## src/rtl/sotfl_pkg.sv

```systemverilog
// ----------------------------------------------------------------------------
// sotfl_pkg
// Shared types and constants of the sorted offset table floor lookup core.
// ----------------------------------------------------------------------------
package sotfl_pkg;

    localparam int DEF_TABLE_DEPTH = 2048;
    localparam int DEF_INFO_WIDTH  = 32;

    localparam int KEY_W       = 32;
    localparam int IN_INFO_W   = 32;
    localparam int HIT_IDX_W   = 11;
    localparam int HIT_INFO_W  = 32;
    localparam int TOTAL_W     = 12;

    typedef enum logic [1:0] {
        CMD_ADD    = 2'd0,
        CMD_SEAL   = 2'd1,
        CMD_LOOKUP = 2'd2,
        CMD_CLEAR  = 2'd3
    } cmd_t;

    typedef enum logic [1:0] {
        ST_OK       = 2'd0,
        ST_NOTFOUND = 2'd1,
        ST_FULL     = 2'd2,
        ST_UNSEALED = 2'd3
    } status_t;

    typedef struct packed {
        cmd_t                   cmd;
        logic [KEY_W-1:0]       key_offset;
        logic [IN_INFO_W-1:0]   entry_info;
    } in_word_t;

    typedef struct packed {
        status_t                status;
        logic [HIT_IDX_W-1:0]   hit_index;
        logic [KEY_W-1:0]       hit_offset;
        logic [HIT_INFO_W-1:0]  hit_info;
        logic [TOTAL_W-1:0]     entry_total;
    } out_word_t;

    typedef enum logic [3:0] {
        OP_NONE,
        OP_CAPTURE,
        OP_APPEND,
        OP_CLEAR,
        OP_SEAL_INIT,
        OP_SORT_RD_I,
        OP_SORT_CAP,
        OP_SORT_RD_J,
        OP_SORT_SHIFT,
        OP_SORT_PLACE,
        OP_SEAL_DONE,
        OP_LK_UNSEALED,
        OP_LK_INIT,
        OP_LK_RD_MID,
        OP_LK_CMP,
        OP_LK_FIN_RD
    } dp_op_t;

    // The final lookup step is flagged by lk_hit or lk_miss, not by an op code
    typedef struct packed {
        dp_op_t op;
        logic   lk_hit;
        logic   lk_miss;
    } dp_cmd_t;

    typedef struct packed {
        logic sealed;
        logic hint_valid;
        logic i_lt_fill;
        logic j_zero;
        logic shift;
        logic lo_lt_hi;
        logic lo_zero;
    } dp_status_t;

endpackage

```

## src/rtl/sotfl_ctrl.sv

```systemverilog
// ----------------------------------------------------------------------------
// sotfl_ctrl
// Command sequencer: add, insertion-sort seal, binary-search lookup, clear.
// ----------------------------------------------------------------------------
module sotfl_ctrl
    import sotfl_pkg::*;
(
    input  logic       clk,
    input  logic       rst_n,
    input  logic       start,
    input  cmd_t       cmd,
    input  dp_status_t stat,
    output dp_cmd_t    ctl,
    output logic       busy,
    output logic       done
);

    typedef enum logic [3:0] {
        S_IDLE,
        S_ADD,
        S_CLEAR,
        S_SEAL_INIT,
        S_SORT_TEST,
        S_SORT_CAP,
        S_SORT_STEP,
        S_SORT_CMP,
        S_LK_INIT,
        S_LK_LOOP,
        S_LK_CMP,
        S_LK_HIT
    } state_t;

    state_t state_reg, state_next;
    logic   done_reg, done_next;

    always_comb
    begin
        state_next  = state_reg;
        done_next   = 1'b0;
        ctl.op      = OP_NONE;
        ctl.lk_hit  = 1'b0;
        ctl.lk_miss = 1'b0;
        case (state_reg)
            S_IDLE:
            begin
                if (start)
                begin
                    ctl.op = OP_CAPTURE;
                    case (cmd)
                        CMD_ADD:    state_next = S_ADD;
                        CMD_SEAL:   state_next = S_SEAL_INIT;
                        CMD_LOOKUP: state_next = S_LK_INIT;
                        default:    state_next = S_CLEAR;
                    endcase
                end
            end
            S_ADD:
            begin
                ctl.op     = OP_APPEND;
                done_next  = 1'b1;
                state_next = S_IDLE;
            end
            S_CLEAR:
            begin
                ctl.op     = OP_CLEAR;
                done_next  = 1'b1;
                state_next = S_IDLE;
            end
            S_SEAL_INIT:
            begin
                ctl.op     = OP_SEAL_INIT;
                state_next = S_SORT_TEST;
            end
            S_SORT_TEST:
            begin
                if (stat.i_lt_fill)
                begin
                    ctl.op     = OP_SORT_RD_I;
                    state_next = S_SORT_CAP;
                end
                else
                begin
                    ctl.op     = OP_SEAL_DONE;
                    done_next  = 1'b1;
                    state_next = S_IDLE;
                end
            end
            S_SORT_CAP:
            begin
                ctl.op     = OP_SORT_CAP;
                state_next = S_SORT_STEP;
            end
            S_SORT_STEP:
            begin
                if (stat.j_zero)
                begin
                    ctl.op     = OP_SORT_PLACE;
                    state_next = S_SORT_TEST;
                end
                else
                begin
                    ctl.op     = OP_SORT_RD_J;
                    state_next = S_SORT_CMP;
                end
            end
            S_SORT_CMP:
            begin
                if (stat.shift)
                begin
                    ctl.op     = OP_SORT_SHIFT;
                    state_next = S_SORT_STEP;
                end
                else
                begin
                    ctl.op     = OP_SORT_PLACE;
                    state_next = S_SORT_TEST;
                end
            end
            S_LK_INIT:
            begin
                if (!stat.sealed)
                begin
                    ctl.op     = OP_LK_UNSEALED;
                    done_next  = 1'b1;
                    state_next = S_IDLE;
                end
                else
                begin
                    ctl.op     = OP_LK_INIT;
                    state_next = stat.hint_valid ? S_LK_CMP : S_LK_LOOP;
                end
            end
            S_LK_LOOP:
            begin
                if (stat.lo_lt_hi)
                begin
                    ctl.op     = OP_LK_RD_MID;
                    state_next = S_LK_CMP;
                end
                else if (stat.lo_zero)
                begin
                    ctl.lk_miss = 1'b1;
                    done_next   = 1'b1;
                    state_next  = S_IDLE;
                end
                else
                begin
                    ctl.op     = OP_LK_FIN_RD;
                    state_next = S_LK_HIT;
                end
            end
            S_LK_CMP:
            begin
                ctl.op     = OP_LK_CMP;
                state_next = S_LK_LOOP;
            end
            S_LK_HIT:
            begin
                ctl.lk_hit = 1'b1;
                done_next  = 1'b1;
                state_next = S_IDLE;
            end
            default:
            begin
                state_next = S_IDLE;
            end
        endcase
    end

    always_ff @(posedge clk or negedge rst_n)
    begin
        if (!rst_n)
        begin
            state_reg <= S_IDLE;
            done_reg  <= 1'b0;
        end
        else
        begin
            state_reg <= state_next;
            done_reg  <= done_next;
        end
    end

    assign busy = (state_reg != S_IDLE);
    assign done = done_reg;

endmodule

```

## config.mk

```make
export PLATFORM = sky130hd
export DESIGN_NAME = sotfl_ctrl
export DESIGN_NICKNAME = d
export VERILOG_FILES = /design/src/rtl/sotfl_pkg.sv /design/src/rtl/sotfl_ctrl.sv
export SDC_FILE = /design/constraint.sdc
export NUM_CORES = 1
export LEC_CHECK = 0
export BUFFER_PORTS_ARGS = -buffer_cell sky130_fd_sc_hd__buf_2
export CORE_MARGIN = 1
export CORE_UTILIZATION = 40
export DETAILED_ROUTE_END_ITERATION = 8
export PLACE_DENSITY = 0.77
export SYNTH_ARGS = -nofsm -noshare
export SYNTH_HDL_FRONTEND = slang
export SYNTH_SLANG_ARGS = --single-unit
```

## constraint.sdc

```tcl
create_clock -name clk -period 1.53 [get_ports clk]
set_input_delay 0.0765 -clock clk [delete_from_list [all_inputs] [get_ports clk]]
set_output_delay 0.0765 -clock clk [all_outputs]
set_load 0.005 [all_outputs]
```

# ---- Word level (Yosys, flattened, before mapping)
# Index checks and enable logic that the tools add are counted.
dict set report word_totals {
  reg_bits 5
  in_bits 12
  output_inout_bits 8
  elab_cells 45
}
dict set report op_classes {
  eq_ne 14
  mux 25
  n_reduce_logical 4
}
# cell n
set op_table {}
lappend op_table {{4-bit one-hot mux with 11 select lines} 1}
lappend op_table {{4-bit one-hot mux with 9 select lines} 1}
lappend op_table {{4-bit 2-to-1 mux} 8}
lappend op_table {{4-bit by 3-bit equality test with 1-bit output, second input constant} 4}
lappend op_table {{4-bit equality test, second input constant} 4}
lappend op_table {{4-bit one-hot mux with 3 select lines} 1}
lappend op_table {{4-bit by 2-bit equality test with 1-bit output, second input constant} 2}
lappend op_table {{1-bit 2-to-1 mux} 8}
lappend op_table {{2-bit 2-to-1 mux} 3}
lappend op_table {{3-bit 2-to-1 mux} 2}
lappend op_table {{4-bit by 1-bit equality test with 1-bit output, second input constant} 1}
lappend op_table {{4-bit logical NOT} 1}
lappend op_table {{1-bit one-hot mux with 4 select lines} 1}
lappend op_table {{4-bit nonzero test} 1}
lappend op_table {{3-bit OR reduction} 1}
lappend op_table {{2-bit by 1-bit equality test with 1-bit output, second input constant} 1}
lappend op_table {{2-bit equality test, second input constant} 1}
lappend op_table {{2-bit logical NOT} 1}
lappend op_table {{2-bit inequality test, second input constant} 1}

# ---- Logic depth before layout (Yosys ltp)
dict set report logic_depth {
  word_depth 4
  ltp_mapped 6
  ltp_nobuf 4
}

# ---- Worst setup path after synthesis
# OpenSTA, ideal clock, no wires.
dict set report synth_path {
  path_type {reg-to-reg}
  start {register state_reg[1]}
  end {register state_reg[0]}
  setup_ns 0.073
  arrival_ns 1.440
  t_required_ns 1.457
  setup_slack_ns 0.017
  stages_incl_launch_ff 5
  n_path_buf 0
  synth_period_minus_slack_ns 1.513
  path_cell_list {dfrtp_1 -> or4b_1 -> a211o_1 -> o31ai_2 -> a2bb2oi_2}
}
dict set report synth_via {
  elab_chain_len 2
  word_cells_on_any_way 11
  cone_classes {eq/ne: 9; mux: 1; reduce/logical: 1}
}
# item line_no
set synth_lines {}
lappend synth_lines {{start: declaration} sotfl_ctrl.sv:33} ;# state_t state_reg, state_next;
lappend synth_lines {{start signal: assignment} sotfl_ctrl.sv:179} ;# state_reg <= state_next;
lappend synth_lines {{4-bit equality test, or another cell as far along} sotfl_ctrl.sv:43} ;# case (state_reg)
lappend synth_lines {{4-bit one-hot mux with 9 select lines or 2-bit inequality test (tied branches)} --}
# Parallel ways exist; a longest one is shown, timed or not.
# A chain may end at the register's enable or synchronous reset.

==> run_results.csv <==
group,metric,value,unit
outcome,run_status,"complete, but fails checks",
outcome,violations_in_the_final_reports,"negative setup slack",
final_layout,final_core_utilization,70.2,%
job,drv.max_cap_violation_count,0,
place,place_inst,115,
final_layout,drive_above_1_share,48.3,%
drt,drt-total-wl,2260,um
floorplan,core_area,1280,um^2
floorplan,io_pins,20,
floorplan,dieWidth,39.1,um
final_layout,largest_reg_flops,4,
drt,drt.antenna.violating_nets,0,
drt,first_iteration_detailed_routing_drc_count,48,
synthesis,synthCells,77,
clock_tree,tritoncts,"done",
floorplan,design.die.area,1530,um^2
clock_tree,clk_pin_slew_worst_paths,0.05,ns
final_layout,area_delta_synth_final,63.5,%
final_layout,register_area,129,um^2
synthesis,synth_enable_flop_cells,0,
sta,worst_slack,-0.179,ns
floorplan,die_h,39.1,um
drt,routed_via_density,6.19,
worst_hold_path,hold_path.class,"input port to async pin",
floorplan,placement_row_count,13,
global_routing,overflow,0,
worst_setup_path,worst-endpoint-required,1.45,ns
drt,detailroute.via_count,811,
final_layout,layout.cells.non_filler,131,
synthesis,syn_area_per_cell,7.17,um^2
global_routing,grt_pass1_vias,679,
clock_tree,cts_max_level,1,
drt,drc,0,
place,detailedPlacementHpwl,1370,um
synthesis,post_synth_num_cell_types,32,
global_routing,grt_start_max_net_pins,16,
drt,drt_pre_antenna_iters,4,
worst_setup_path,cp.arrival,1.63,ns
power_and_ir_drop,power_per_cell_area,1640,nW/um^2
drt,routed_wire_length_per_instance,17.3,um
final_layout,design.final.nets,129,
worst_setup_path,timing.critical_path.to_type,"output port",
synthesis,synth.cell_area,552,um^2
synthesis,synthFlopType,"sky130_fd_sc_hd__dfrtp_1",
synthesis,synth_nets,89,
synthesis,synth.yosys.seq_area_share,22.7,%
sta,final_hold_viol_count,0,
power_and_ir_drop,cellLeakagePower,0.428,nW
worst_setup_path,start_kind,"flip-flop",
clock_tree,cts_inserted_buffers,3,
worst_setup_path,path_class,"flip-flop to output port",
synthesis,synth-async-reset-ratio,100,%
worst_setup_path,path_max_fanout,5,
global_routing,total_grt_usage,27.4,%
place,final_weighted_congestion_in_routability_driven_placement,0.841,
floorplan,initial_utilization,42.9,%
clock_tree,root_buffer,"sky130_fd_sc_hd__clkbuf_4",
place,input_output_buffers,19,
synthesis,synth.yosys.warnings,0,
sta,fin_skew,0.00338,ns
clock_tree,maximum_clock_insertion_buffer_count,2,
sta,period_share,112,%
sta,fmax,585,MHz
final_layout,nFillCells,93,
power_and_ir_drop,ir_drop,0.000728,V
sta,rsz0062_at_grt,"true",
sta,report.final.setup_viol,5,
sta,slew_violations,0,
global_routing,wire_length_of_the_first_global_routing_pass,2800,um
sta,tightestPinTransition,0.322,ns
synthesis,yosys_register_bits,5,
clock_tree,skew_pair_late_insertion_delay,0.25,ns
final_layout,multi_input_area,443,um^2
sta,final.min_clock_period,1.71,ns
global_routing,grt_antenna_before_repair,0,
sta,worst_hold_slack,0.175,ns
clock_tree,cts.sink_count,5,
sta,timing.max_slew.rel_slack,78.5,%
final_layout,num_antenna_cells,0,
timing repair:
item                                   CTS  global route
pin swaps                                3             4
hold buffers                             1             0
buffers inserted                         3             8
resized for setup                        8            14
endpoints found under the hold margin    5             0
setup endpoints to repair                7             6
cloned                                   0             0
cell usage in the layout, fill, tap and decap left out, types with 2 or more instances in the layout:
cell type                  count
sky130_fd_sc_hd__a31oi_1       2
sky130_fd_sc_hd__buf_2        19
sky130_fd_sc_hd__nand2b_4      2
sky130_fd_sc_hd__nand4_1       2
sky130_fd_sc_hd__and3_1        2
sky130_fd_sc_hd__nand2_1       8
sky130_fd_sc_hd__dfrtp_1       2
sky130_fd_sc_hd__a32oi_1       2
sky130_fd_sc_hd__nor3_1        2
sky130_fd_sc_hd__buf_4        17
sky130_fd_sc_hd__dfrtp_2       3
sky130_fd_sc_hd__o211ai_1      2
sky130_fd_sc_hd__nor2b_1       3
sky130_fd_sc_hd__nand2b_1      3
sky130_fd_sc_hd__o21ai_0       5
sky130_fd_sc_hd__inv_1         5
sky130_fd_sc_hd__buf_6         3
sky130_fd_sc_hd__nand3_1       6
sky130_fd_sc_hd__nor2_1        3
sky130_fd_sc_hd__clkbuf_4      3
sky130_fd_sc_hd__a21oi_1       3
critical path, cell delays in order, from the launching register on:
cell and delay [ns]:
sky130_fd_sc_hd__dfrtp_2 0.41, sky130_fd_sc_hd__or4b_4 0.47, sky130_fd_sc_hd__a211o_1 0.30, sky130_fd_sc_hd__nand3_1 0.09, sky130_fd_sc_hd__buf_2 0.11
per-layer routing:
layer	track usage (%)	up-vias	part of all wire, %
met4	11.2	0	4.5
met3	8.67	17	11
met1	31.6	365	37
li1	-	362	-
met5	0	-	0
met2	45.8	67	47
worst paths after layout:
kind                         startpoint      endpoint  slack (ns)  cells after the start
hold / removal                    rst_n          done        0.18                      2
setup reg to reg           state_reg[0]  state_reg[0]       -0.17                      6
setup / recovery           state_reg[0]        ctl[3]       -0.18                      4
min in group clk                stat[5]  state_reg[1]        0.18                      3
max in group asynchronous         rst_n  state_reg[2]        1.20                      2
hold reg to reg            state_reg[2]  state_reg[2]        0.71                      2
final cells by class:
type / instances / share of cell area, %
well taps: 15 / 2.08
multi-input cells: 62 / 49.1
inverters: 5 / 2.08
flip-flops and latches: 5 / 14.3
clock buffers: 4 / 2.91
repair buffers: 40 / 29.5
power breakdown:
| group | switching, mW | total (mW) | internal (mW) |
|---|---|---|---|
| Clock | 0.0593 | 0.158 | 0.0989 |
| Combinational | 0.540 | 1.09 | 0.545 |
| Sequential | 0.0585 | 0.240 | 0.181 |
| Total | 0.658 | 1.48 | 0.825 |
stage by stage:
step	setup TNS, ns	worst slack [ns]	area [um^2]	power, mW
3_5_place_dp	-0.00672	-0.00672	708	1.01
2_1_floorplan	0	0.0169	552	0.702
3_3_place_gp	0	0.0444	708	0.997
5_1_grt	-0.879	-0.235	902	1.57
6_report	-0.621	-0.179	902	1.48
4_1_cts	-0.322	-0.124	793	1.25
logic make-up after synthesis:
family	after synthesis	synth area share, %
AND/OR/NAND/NOR	38	37.0
buffers and inverters	10	7.94
multiplexers	1	2.04
AO/OA/AOI/OAI	23	30.4
flip-flops	5	22.7
Yosys cell counts, types with 3 or more instances:
cell type | count | area share (%)
sky130_fd_sc_hd__a21oi_1 | 3 | 2.7
sky130_fd_sc_hd__dfrtp_1 | 5 | 23
sky130_fd_sc_hd__inv_1 | 5 | 3.4
sky130_fd_sc_hd__nand2_1 | 8 | 5.4
sky130_fd_sc_hd__nand2b_1 | 5 | 5.7
sky130_fd_sc_hd__nand3_1 | 6 | 5.4
sky130_fd_sc_hd__nor2_1 | 5 | 3.4
sky130_fd_sc_hd__nor2b_1 | 4 | 4.5
sky130_fd_sc_hd__o21ai_0 | 5 | 4.5
Power figures use the tool's default switching activity.
